<file path="src/hw/rtl/dt360_pkg.sv">
// ----------------------------------------------------------------------------
// dt360_pkg: shared types, constants and helpers
// Constants of the 360-day calendar, reciprocal multipliers for the constant
// divisions, the records passed between pipeline stages, and the one-step
// carry/borrow helper used for every small calendar field.
// ----------------------------------------------------------------------------
package dt360_pkg;

  // Field moduli of the 360-day calendar.
  localparam logic [19:0] US_PER_S        = 20'd1000000;
  localparam logic [6:0]  S_PER_MIN       = 7'd60;
  localparam logic [6:0]  MIN_PER_HOUR    = 7'd60;
  localparam logic [6:0]  HOURS_PER_DAY   = 7'd24;
  localparam logic [6:0]  DAYS_PER_MONTH  = 7'd30;
  localparam logic [6:0]  MONTHS_PER_YEAR = 7'd12;

  // Days per year is 8 * 45: days / 360 = (days >> 3) * ceil(2^35 / 45) >> 35.
  // Exact for any shifted day count below 2^29.
  localparam logic [29:0] RECIP_45  = 30'd763549742;
  localparam int          SHIFT_45  = 35;

  // Seconds per hour is 16 * 225: secs / 3600 = (secs >> 4) * ceil(2^21 / 225) >> 21.
  localparam logic [13:0] RECIP_225 = 14'd9321;
  localparam int          SHIFT_225 = 21;

  // Division of a value below 360 by 30, and of a value below 3600 by 60.
  localparam logic [11:0] RECIP_30  = 12'd2185;
  localparam int          SHIFT_30  = 16;
  localparam logic [12:0] RECIP_60  = 13'd4370;
  localparam int          SHIFT_60  = 18;

  // Date-time fields that travel down the pipeline.
  typedef struct packed {
    logic        sub;
    logic [3:0]  month;
    logic [4:0]  day;
    logic [4:0]  hour;
    logic [5:0]  minute;
    logic [5:0]  second;
    logic [19:0] micro;
    logic        us_c;
  } dt_fix_t;

  // Pieces of the time difference after the constant divisions.
  typedef struct packed {
    logic [5:0]  qh;  // hours of the difference
    logic [8:0]  ry;  // days left after whole years
    logic [11:0] rh;  // seconds left after whole hours
    logic [3:0]  mo;  // months of the difference
    logic [5:0]  mi;  // minutes of the difference
  } parts_t;

  // Result of one carry or borrow step.
  typedef struct packed {
    logic       carry;
    logic [7:0] val;
  } step_t;

  // Add or subtract one part plus an incoming carry, then correct once.
  function automatic step_t field_step(input logic [6:0] a, input logic [6:0] b,
                                       input logic cin, input logic sub,
                                       input logic [6:0] modulus);
    logic [9:0] v;
    step_t      r;
    if (!sub) begin
      v       = {3'b000, a} + {3'b000, b} + 10'(cin);
      r.carry = (v >= {3'b000, modulus});
      if (r.carry) begin
        v = v - {3'b000, modulus};
      end
    end else begin
      v       = {3'b000, a} - {3'b000, b} - 10'(cin);
      r.carry = v[9];
      if (r.carry) begin
        v = v + {3'b000, modulus};
      end
    end
    r.val = v[7:0];
    return r;
  endfunction

endpackage

</file>
<file path="src/hw/rtl/dt360_split.sv">
// ----------------------------------------------------------------------------
// dt360_split: time difference decomposition
// Three register stages. The first multiplies by reciprocals to get whole
// years and whole hours of the difference and settles the microsecond
// field; the second forms the remainders; the third splits them into months
// and minutes.
// ----------------------------------------------------------------------------
module dt360_split #(
  parameter int YEAR_BITS      = 16,
  parameter int DELTA_DAY_BITS = 20,
  localparam int QY_BITS       = DELTA_DAY_BITS - 8
) (
  input  logic                      clk,
  input  logic                      rst,
  input  logic                      adv,
  input  logic                      in_valid,
  input  dt360_pkg::dt_fix_t        fix_in,
  input  logic [YEAR_BITS-1:0]      year_in,
  input  logic [DELTA_DAY_BITS-1:0] delta_days,
  input  logic [16:0]               delta_secs,
  input  logic [19:0]               delta_micros,
  output logic                      vld,
  output dt360_pkg::dt_fix_t        fix,
  output logic [YEAR_BITS-1:0]      year,
  output logic [QY_BITS-1:0]        qy,
  output dt360_pkg::parts_t         parts
);
  import dt360_pkg::*;

  localparam int PROD_BITS = DELTA_DAY_BITS + 27;

  // Stage 1 registers.
  logic                 s1_vld;
  dt_fix_t              s1_fix;
  logic [YEAR_BITS-1:0] s1_year;
  logic [8:0]           s1_dd;
  logic [11:0]          s1_ds;
  logic [QY_BITS-1:0]   s1_qy;
  logic [5:0]           s1_qh;

  // Stage 2 registers.
  logic                 s2_vld;
  dt_fix_t              s2_fix;
  logic [YEAR_BITS-1:0] s2_year;
  logic [QY_BITS-1:0]   s2_qy;
  logic [5:0]           s2_qh;
  logic [8:0]           s2_ry;
  logic [11:0]          s2_rh;

  // Stage 1 logic: reciprocal products and the microsecond step.
  logic [PROD_BITS-1:0] day_prod;
  logic [26:0]          hr_prod;
  logic [21:0]          us_sum;
  logic                 us_c;
  dt_fix_t              fix_next;

  always_comb begin
    day_prod = PROD_BITS'(delta_days[DELTA_DAY_BITS-1:3]) * PROD_BITS'(RECIP_45);
    hr_prod  = 27'(delta_secs[16:4]) * 27'(RECIP_225);
    fix_next = fix_in;
    if (!fix_in.sub) begin
      us_sum = 22'(fix_in.micro) + 22'(delta_micros);
      us_c   = (us_sum >= 22'(US_PER_S));
      if (us_c) begin
        us_sum = us_sum - 22'(US_PER_S);
      end
    end else begin
      us_sum = 22'(fix_in.micro) - 22'(delta_micros);
      us_c   = us_sum[21];
      if (us_c) begin
        us_sum = us_sum + 22'(US_PER_S);
      end
    end
    fix_next.micro = us_sum[19:0];
    fix_next.us_c  = us_c;
  end

  // Stage 2 logic: remainders, exact in the low bits since they stay small.
  logic [8:0]  ry_next;
  logic [11:0] rh_next;

  always_comb begin
    ry_next = s1_dd - 9'(s1_qy) * 9'd360;
    rh_next = s1_ds - 12'(s1_qh) * 12'd3600;
  end

  // Stage 3 logic: months and minutes from the remainders.
  logic [20:0] mo_prod;
  logic [24:0] mi_prod;

  always_comb begin
    mo_prod = 21'(s2_ry) * 21'(RECIP_30);
    mi_prod = 25'(s2_rh) * 25'(RECIP_60);
  end

  // Valid bits advance with the pipeline.
  always_ff @(posedge clk) begin
    if (rst) begin
      s1_vld <= 1'b0;
      s2_vld <= 1'b0;
      vld    <= 1'b0;
    end else if (adv) begin
      s1_vld <= in_valid;
      s2_vld <= s1_vld;
      vld    <= s2_vld;
    end
  end

  // Payload registers.
  always_ff @(posedge clk) begin
    if (adv) begin
      s1_fix   <= fix_next;
      s1_year  <= year_in;
      s1_dd    <= delta_days[8:0];
      s1_ds    <= delta_secs[11:0];
      s1_qy    <= day_prod[SHIFT_45 +: QY_BITS];
      s1_qh    <= hr_prod[SHIFT_225 +: 6];

      s2_fix   <= s1_fix;
      s2_year  <= s1_year;
      s2_qy    <= s1_qy;
      s2_qh    <= s1_qh;
      s2_ry    <= ry_next;
      s2_rh    <= rh_next;

      fix      <= s2_fix;
      year     <= s2_year;
      qy       <= s2_qy;
      parts.qh <= s2_qh;
      parts.ry <= s2_ry;
      parts.rh <= s2_rh;
      parts.mo <= mo_prod[SHIFT_30 +: 4];
      parts.mi <= mi_prod[SHIFT_60 +: 6];
    end
  end

endmodule

</file>
<file path="src/hw/rtl/dt360_carry.sv">
// ----------------------------------------------------------------------------
// dt360_carry: carry and borrow chain
// Three register stages. Seconds and minutes first, then hours, days and
// months, then the year sum with its overflow test. The last stage is the
// output register.
// ----------------------------------------------------------------------------
module dt360_carry #(
  parameter int YEAR_BITS      = 16,
  parameter int DELTA_DAY_BITS = 20,
  localparam int QY_BITS       = DELTA_DAY_BITS - 8
) (
  input  logic                 clk,
  input  logic                 rst,
  input  logic                 adv,
  input  logic                 vld_in,
  input  dt360_pkg::dt_fix_t   fix_in,
  input  logic [YEAR_BITS-1:0] year_in,
  input  logic [QY_BITS-1:0]   qy_in,
  input  dt360_pkg::parts_t    parts_in,
  output logic                 out_valid,
  output logic [YEAR_BITS-1:0] year_out,
  output logic [3:0]           month_out,
  output logic [4:0]           day_out,
  output logic [4:0]           hour_out,
  output logic [5:0]           minute_out,
  output logic [5:0]           second_out,
  output logic [19:0]          micro_out,
  output logic                 year_overflow
);
  import dt360_pkg::*;

  localparam int WB = ((YEAR_BITS > QY_BITS) ? YEAR_BITS : QY_BITS) + 2;

  // Stage 4 registers.
  logic                 s4_vld;
  dt_fix_t              s4_fix;
  logic                 s4_c;
  logic [YEAR_BITS-1:0] s4_year;
  logic [QY_BITS-1:0]   s4_qy;
  logic [5:0]           s4_qh;
  logic [4:0]           s4_dm;
  logic [3:0]           s4_mo;

  // Stage 5 registers.
  logic                 s5_vld;
  dt_fix_t              s5_fix;
  logic                 s5_c;
  logic [YEAR_BITS-1:0] s5_year;
  logic [QY_BITS-1:0]   s5_qy;

  // Stage 4 logic: last remainders, then seconds and minutes.
  logic [5:0] sd;
  logic [4:0] dm;
  step_t      sec_st;
  step_t      min_st;
  dt_fix_t    s4_fix_next;

  always_comb begin
    sd     = parts_in.rh[5:0] - parts_in.mi * 6'd60;
    dm     = parts_in.ry[4:0] - 5'(parts_in.mo) * 5'd30;
    sec_st = field_step(7'(fix_in.second), 7'(sd), fix_in.us_c, fix_in.sub, S_PER_MIN);
    min_st = field_step(7'(fix_in.minute), 7'(parts_in.mi), sec_st.carry, fix_in.sub,
                        MIN_PER_HOUR);
    s4_fix_next        = fix_in;
    s4_fix_next.second = sec_st.val[5:0];
    s4_fix_next.minute = min_st.val[5:0];
  end

  // Stage 5 logic: hours, days and months.
  step_t   hr_st;
  step_t   day_st;
  step_t   mon_st;
  dt_fix_t s5_fix_next;

  always_comb begin
    hr_st  = field_step(7'(s4_fix.hour), 7'(s4_qh), s4_c, s4_fix.sub, HOURS_PER_DAY);
    day_st = field_step(7'(s4_fix.day), 7'(s4_dm), hr_st.carry, s4_fix.sub, DAYS_PER_MONTH);
    mon_st = field_step(7'(s4_fix.month), 7'(s4_mo), day_st.carry, s4_fix.sub,
                        MONTHS_PER_YEAR);
    s5_fix_next       = s4_fix;
    s5_fix_next.hour  = hr_st.val[4:0];
    s5_fix_next.day   = day_st.val[4:0];
    s5_fix_next.month = mon_st.val[3:0];
  end

  // Stage 6 logic: year sum in a wide word; overflow when the bits above the
  // year's sign bit do not all match it.
  logic [WB-1:0]           yw;
  logic [WB-YEAR_BITS:0]   ytop;

  always_comb begin
    if (!s5_fix.sub) begin
      yw = {{(WB-YEAR_BITS){s5_year[YEAR_BITS-1]}}, s5_year} + WB'(s5_c) + WB'(s5_qy);
    end else begin
      yw = {{(WB-YEAR_BITS){s5_year[YEAR_BITS-1]}}, s5_year} - WB'(s5_c) - WB'(s5_qy);
    end
    ytop = yw[WB-1:YEAR_BITS-1];
  end

  // Valid bits advance with the pipeline.
  always_ff @(posedge clk) begin
    if (rst) begin
      s4_vld    <= 1'b0;
      s5_vld    <= 1'b0;
      out_valid <= 1'b0;
    end else if (adv) begin
      s4_vld    <= vld_in;
      s5_vld    <= s4_vld;
      out_valid <= s5_vld;
    end
  end

  // Payload registers.
  always_ff @(posedge clk) begin
    if (adv) begin
      s4_fix        <= s4_fix_next;
      s4_c          <= min_st.carry;
      s4_year       <= year_in;
      s4_qy         <= qy_in;
      s4_qh         <= parts_in.qh;
      s4_dm         <= dm;
      s4_mo         <= parts_in.mo;

      s5_fix        <= s5_fix_next;
      s5_c          <= mon_st.carry;
      s5_year       <= s4_year;
      s5_qy         <= s4_qy;

      year_out      <= yw[YEAR_BITS-1:0];
      year_overflow <= !((&ytop) || !(|ytop));
      month_out     <= s5_fix.month;
      day_out       <= s5_fix.day;
      hour_out      <= s5_fix.hour;
      minute_out    <= s5_fix.minute;
      second_out    <= s5_fix.second;
      micro_out     <= s5_fix.micro;
    end
  end

endmodule

</file>
<file path="src/hw/rtl/calendar360_timedelta_add_sub.sv">
// ----------------------------------------------------------------------------
// calendar360_timedelta_add_sub: 360-day calendar date-time plus/minus delta
//
//   Channel  Handshake            Contents
//   in       in_valid/in_ready    func, start date-time, delta days/secs/micros
//   out      out_valid/out_ready  result date-time, year_overflow
//
// One word is accepted per cycle while in_ready is high; each result passes
// through six register stages (three for splitting the delta, three for the
// carry chain, the last being the output register).
// All stages advance together whenever the output register is empty or being
// read, so a stalled result holds the whole pipeline without loss.
// Synchronous reset clears the valid bits only; no warm-up is needed.
// ----------------------------------------------------------------------------
module calendar360_timedelta_add_sub #(
  parameter int YEAR_BITS      = 16,
  parameter int DELTA_DAY_BITS = 20
) (
  input  logic                      clk,
  input  logic                      rst,
  input  logic                      in_valid,
  output logic                      in_ready,
  input  logic                      func,
  input  logic [YEAR_BITS-1:0]      year_in,
  input  logic [3:0]                month_in,
  input  logic [4:0]                day_in,
  input  logic [4:0]                hour_in,
  input  logic [5:0]                minute_in,
  input  logic [5:0]                second_in,
  input  logic [19:0]               micro_in,
  input  logic [DELTA_DAY_BITS-1:0] delta_days,
  input  logic [16:0]               delta_secs,
  input  logic [19:0]               delta_micros,
  output logic                      out_valid,
  input  logic                      out_ready,
  output logic [YEAR_BITS-1:0]      year_out,
  output logic [3:0]                month_out,
  output logic [4:0]                day_out,
  output logic [4:0]                hour_out,
  output logic [5:0]                minute_out,
  output logic [5:0]                second_out,
  output logic [19:0]               micro_out,
  output logic                      year_overflow
);
  import dt360_pkg::*;

  localparam int QY_BITS = DELTA_DAY_BITS - 8;

  logic                 adv;
  dt_fix_t              fix_in;
  logic                 mid_vld;
  dt_fix_t              mid_fix;
  logic [YEAR_BITS-1:0] mid_year;
  logic [QY_BITS-1:0]   mid_qy;
  parts_t               mid_parts;

  // The pipeline moves whenever the output register can take a word.
  assign adv      = !out_valid || out_ready;
  assign in_ready = adv;

  // Gather the start date-time fields.
  always_comb begin
    fix_in.sub    = func;
    fix_in.month  = month_in;
    fix_in.day    = day_in;
    fix_in.hour   = hour_in;
    fix_in.minute = minute_in;
    fix_in.second = second_in;
    fix_in.micro  = micro_in;
    fix_in.us_c   = 1'b0;
  end

  // Delta decomposition.
  dt360_split #(
    .YEAR_BITS      (YEAR_BITS),
    .DELTA_DAY_BITS (DELTA_DAY_BITS)
  ) u_split (
    .clk          (clk),
    .rst          (rst),
    .adv          (adv),
    .in_valid     (in_valid),
    .fix_in       (fix_in),
    .year_in      (year_in),
    .delta_days   (delta_days),
    .delta_secs   (delta_secs),
    .delta_micros (delta_micros),
    .vld          (mid_vld),
    .fix          (mid_fix),
    .year         (mid_year),
    .qy           (mid_qy),
    .parts        (mid_parts)
  );

  // Carry chain and output register.
  dt360_carry #(
    .YEAR_BITS      (YEAR_BITS),
    .DELTA_DAY_BITS (DELTA_DAY_BITS)
  ) u_carry (
    .clk           (clk),
    .rst           (rst),
    .adv           (adv),
    .vld_in        (mid_vld),
    .fix_in        (mid_fix),
    .year_in       (mid_year),
    .qy_in         (mid_qy),
    .parts_in      (mid_parts),
    .out_valid     (out_valid),
    .year_out      (year_out),
    .month_out     (month_out),
    .day_out       (day_out),
    .hour_out      (hour_out),
    .minute_out    (minute_out),
    .second_out    (second_out),
    .micro_out     (micro_out),
    .year_overflow (year_overflow)
  );

endmodule

</file>
<file path="config.mk">
export PLATFORM = sky130hd
export DESIGN_NAME = calendar360_timedelta_add_sub
export DESIGN_NICKNAME = d
export VERILOG_FILES = /design/src/hw/rtl/dt360_pkg.sv /design/src/hw/rtl/dt360_split.sv /design/src/hw/rtl/dt360_carry.sv /design/src/hw/rtl/calendar360_timedelta_add_sub.sv
export SDC_FILE = /design/constraint.sdc
export NUM_CORES = 1
export LEC_CHECK = 0
export ABC_AREA = 1
export BUFFER_PORTS_ARGS = -buffer_cell sky130_fd_sc_hd__buf_4
export CAP_MARGIN = 20
export CORE_ASPECT_RATIO = 0.5
export CORE_MARGIN = 2
export CORE_UTILIZATION = 45
export DETAILED_ROUTE_END_ITERATION = 6
export GPL_TIMING_DRIVEN = 0
export PLACE_DENSITY = 0.58
export SYNTH_ARGS = -nofsm -noshare
export SYNTH_HDL_FRONTEND = slang
export SYNTH_SLANG_ARGS = --single-unit
</file>
<file path="constraint.sdc">
create_clock -name clk -period 13.65 [get_ports clk]
set_input_delay 0.6825 -clock clk [delete_from_list [all_inputs] [get_ports clk]]
set_output_delay 0.6825 -clock clk [all_outputs]
set_load 0.1 [all_outputs]
</file>
==> results.cfg <==
[status]
run_status = complete, no violations

[placement]
gp_congestion = 0.940
dp_hpwl_microns = 65300
portBuffers = 188

[timing]
fmax_ghz = 0.156
finalSetupViolCount = 0
hold_violations = 0
final.setup_skew_ns = 0.0154
setup-tns-final_ns = 0
rsz0062_at_grt = false
slew_violations = 0
fin_crit_sh_pct = 46.9
slew_headroom_pct = 46.0
worst-slew-pin-transition_ns = 0.810
min_period_ns = 6.41

[critical_path]
max_stage_delay_ns = 0.51
reg2regPathDepth = 28
reg2reg_to = u_carry.s4_fix[32]
r2r_slack_ns = 7.24
slowest_stage = edfxtp_1
reg2reg_from = u_split.parts[0]
cp.required_ns = 13.97
crit_fanout = 7
cp_data_arrival_time_ns = 6.73
worstSetupPathType = flip-flop to flip-flop
cp-end-kind = flip-flop
worst_setup_path_start_kind = flip-flop

[routing]
routedWlPerCell_microns = 16.3
drt_iter0_drc = 1515
drc = 0
first_pass_iters = 6
ant_nets = 0
wirelength_microns = 80200
vias = 24400
viasPerCell = 4.96

[synthesis]
syn_area_sq_um = 37200
netlist_instances = 3527
yosysSeqAreaShare_pct = 43.8
synth_cell_type_count = 55
ys.flop_type = edfxtp_1
async_flop_share_pct = 0
avgSynthCellArea_sq_um = 10.6
synth_nets = 4346
synth-seq-cells = 545
yosysWarnings = 0
synth_edf_count = 539

[grt]
antenna_found_initial = 6
grt_usage_pct = 19.0
grt_start_max_net_pins = 142
grt_pass1_vias = 24600
grt-ovfl-total = 0
grt_first_pass_wirelength_microns = 128000

[floorplanning]
die_w_microns = 411
ioPinCount = 189
die_area_sq_um = 85200
core_sq_um = 81800
die_h_microns = 207
rows = 74
initial_core_util_pct = 45.5

[layout]
layout_common_cells = inv_1, edfxtp_1, nand2_1
area_delta_synth_final_pct = 12.1
final_common_cell = inv_1
fin_nets = 4592
layout-drive-gt1-share_pct = 9.50
antennaDiodeCount = 0

[run]
maxCapViolCount = 0

[cts]
clk_latency_ns = 0.60
cts_sinks = 545
cts_setup_buffers = 0
cts_hold_buf = 0
clk_pin_slew_ns = 0.06
cts_root_buffer = clkbuf_16
cts_made_buffers = 52
cts_resized = 0
cts_tree = done
clock_path_buffers = 3
ctsHtreeMaxLevel = 2

[hold_path]
hold_depth = 1
hold_class = input pin to flip-flop
min-delay-start = minute_in[3]
whs_endpoint = u_split.s1_fix[30]
==> synth_stat cells, types with 16 or more instances <==
| cell type | count | share of area, % |
|---|---|---|
| nand2_2 | 27 | 0.45 |
| xnor2_1 | 41 | 0.96 |
| nor2_1 | 198 | 2.0 |
| nand2_1 | 532 | 5.4 |
| inv_1 | 627 | 6.3 |
| xor2_1 | 113 | 2.7 |
| nor3_1 | 24 | 0.32 |
| o21bai_1 | 17 | 0.34 |
| o21ai_0 | 144 | 1.9 |
| a21oi_1 | 208 | 2.8 |
| edfxtp_1 | 539 | 43 |
| nand4_1 | 33 | 0.55 |
| nand3_1 | 136 | 1.8 |
| a21o_1 | 16 | 0.32 |
| fa_1 | 187 | 10 |
| ha_1 | 508 | 17 |
==> logic make-up after synthesis <==
group,count (synthesis),synth area share [%]
xor+xnor,154,3.62
buf+inv,676,7.02
simple gates,990,11.4
fa+ha+maj,695,27.1
compound gates,462,6.89
mux,5,0.138
flops,545,43.8
==> per-stage QoR <==
stage / instances / hold slack, ns / utilization, % / setup slack, ns / instance area [sq um]
final: 4913 / 0.253 / 51.1 / 7.24 / 41700
after global routing: 4913 / 0.216 / 51.1 / 6.68 / 41700
after CTS: 4913 / 0.202 / 51.1 / 7.24 / 41700
after detailed placement: 4821 / 0.405 / 49.1 / 7.14 / 40100
after global placement: 4817 / 0.400 / 48.9 / -4.03 / 40000
after floorplan: 3527 / 0.400 / - / 0.830 / 37200
==> how the worst max path moves through the flow <==
| stage | startpoint | to | slack, ns | cells after the start |
|---|---|---|---|---|
| finish | u_split.parts[0] | u_carry.s4_fix[32] | 7.24 | 28 |
| global route | u_carry.s4_c | u_carry.s5_fix[46] | 6.68 | 32 |
| CTS | u_split.parts[0] | u_carry.s4_fix[32] | 7.24 | 28 |
| detailed placement | delta_days[19] | u_split.s1_qy[10] | 7.14 | 23 |
| global placement | out_ready | in_ready | -4.03 | 4 |
| floorplan | u_carry.out_valid | u_carry.day_out[0] | 0.83 | 3 |
==> state kept, by name, indices dropped and copies added, names as in the netlist, 16 cells and up <==
register,count
u_split.s2_fix,48
u_split.s1_year,16
u_split.parts,27
u_split.fix,48
u_carry.s4_year,16
u_carry.s4_fix,47
u_carry.micro_out,20
u_split.year,16
u_split.s1_fix,48
u_split.s2_year,16
u_carry.s5_fix,47
u_carry.year_out,16
u_carry.s5_year,16
==> critical path, delay by kind of cell (launching register included) <==
family	cells	cell delay, ns
adders and majority gates	8	2.80
xor gates and xnor gates	4	1.05
and+or+nand+nor	9	0.93
AOI/OAI and AO/OA	3	0.56
DFF	1	0.51
buffers and inverters	4	0.26
==> routing by layer <==
metal	share of wire, %	GRT usage, %	vias up
met5	0	0	-
met4	1.9	4.61	0
met3	3.8	1.71	93
met2	46	30.8	420
met1	49	27.5	11600
li1	-	-	12300
==> area by class of cell <==
class | instances | area, sq um
fill | 7335 | 40000
multi-input combinational | 2306 | 18300
sequential | 545 | 16300
inverter | 646 | 2430
timing repair buffer | 192 | 1520
tap | 1102 | 1380
clock buffer | 62 | 1340
clock inverter | 30 | 273
buffer | 30 | 188
Power is not shown: default switching activity piles up to over one toggle a cycle in this logic, so the estimate is an artifact.
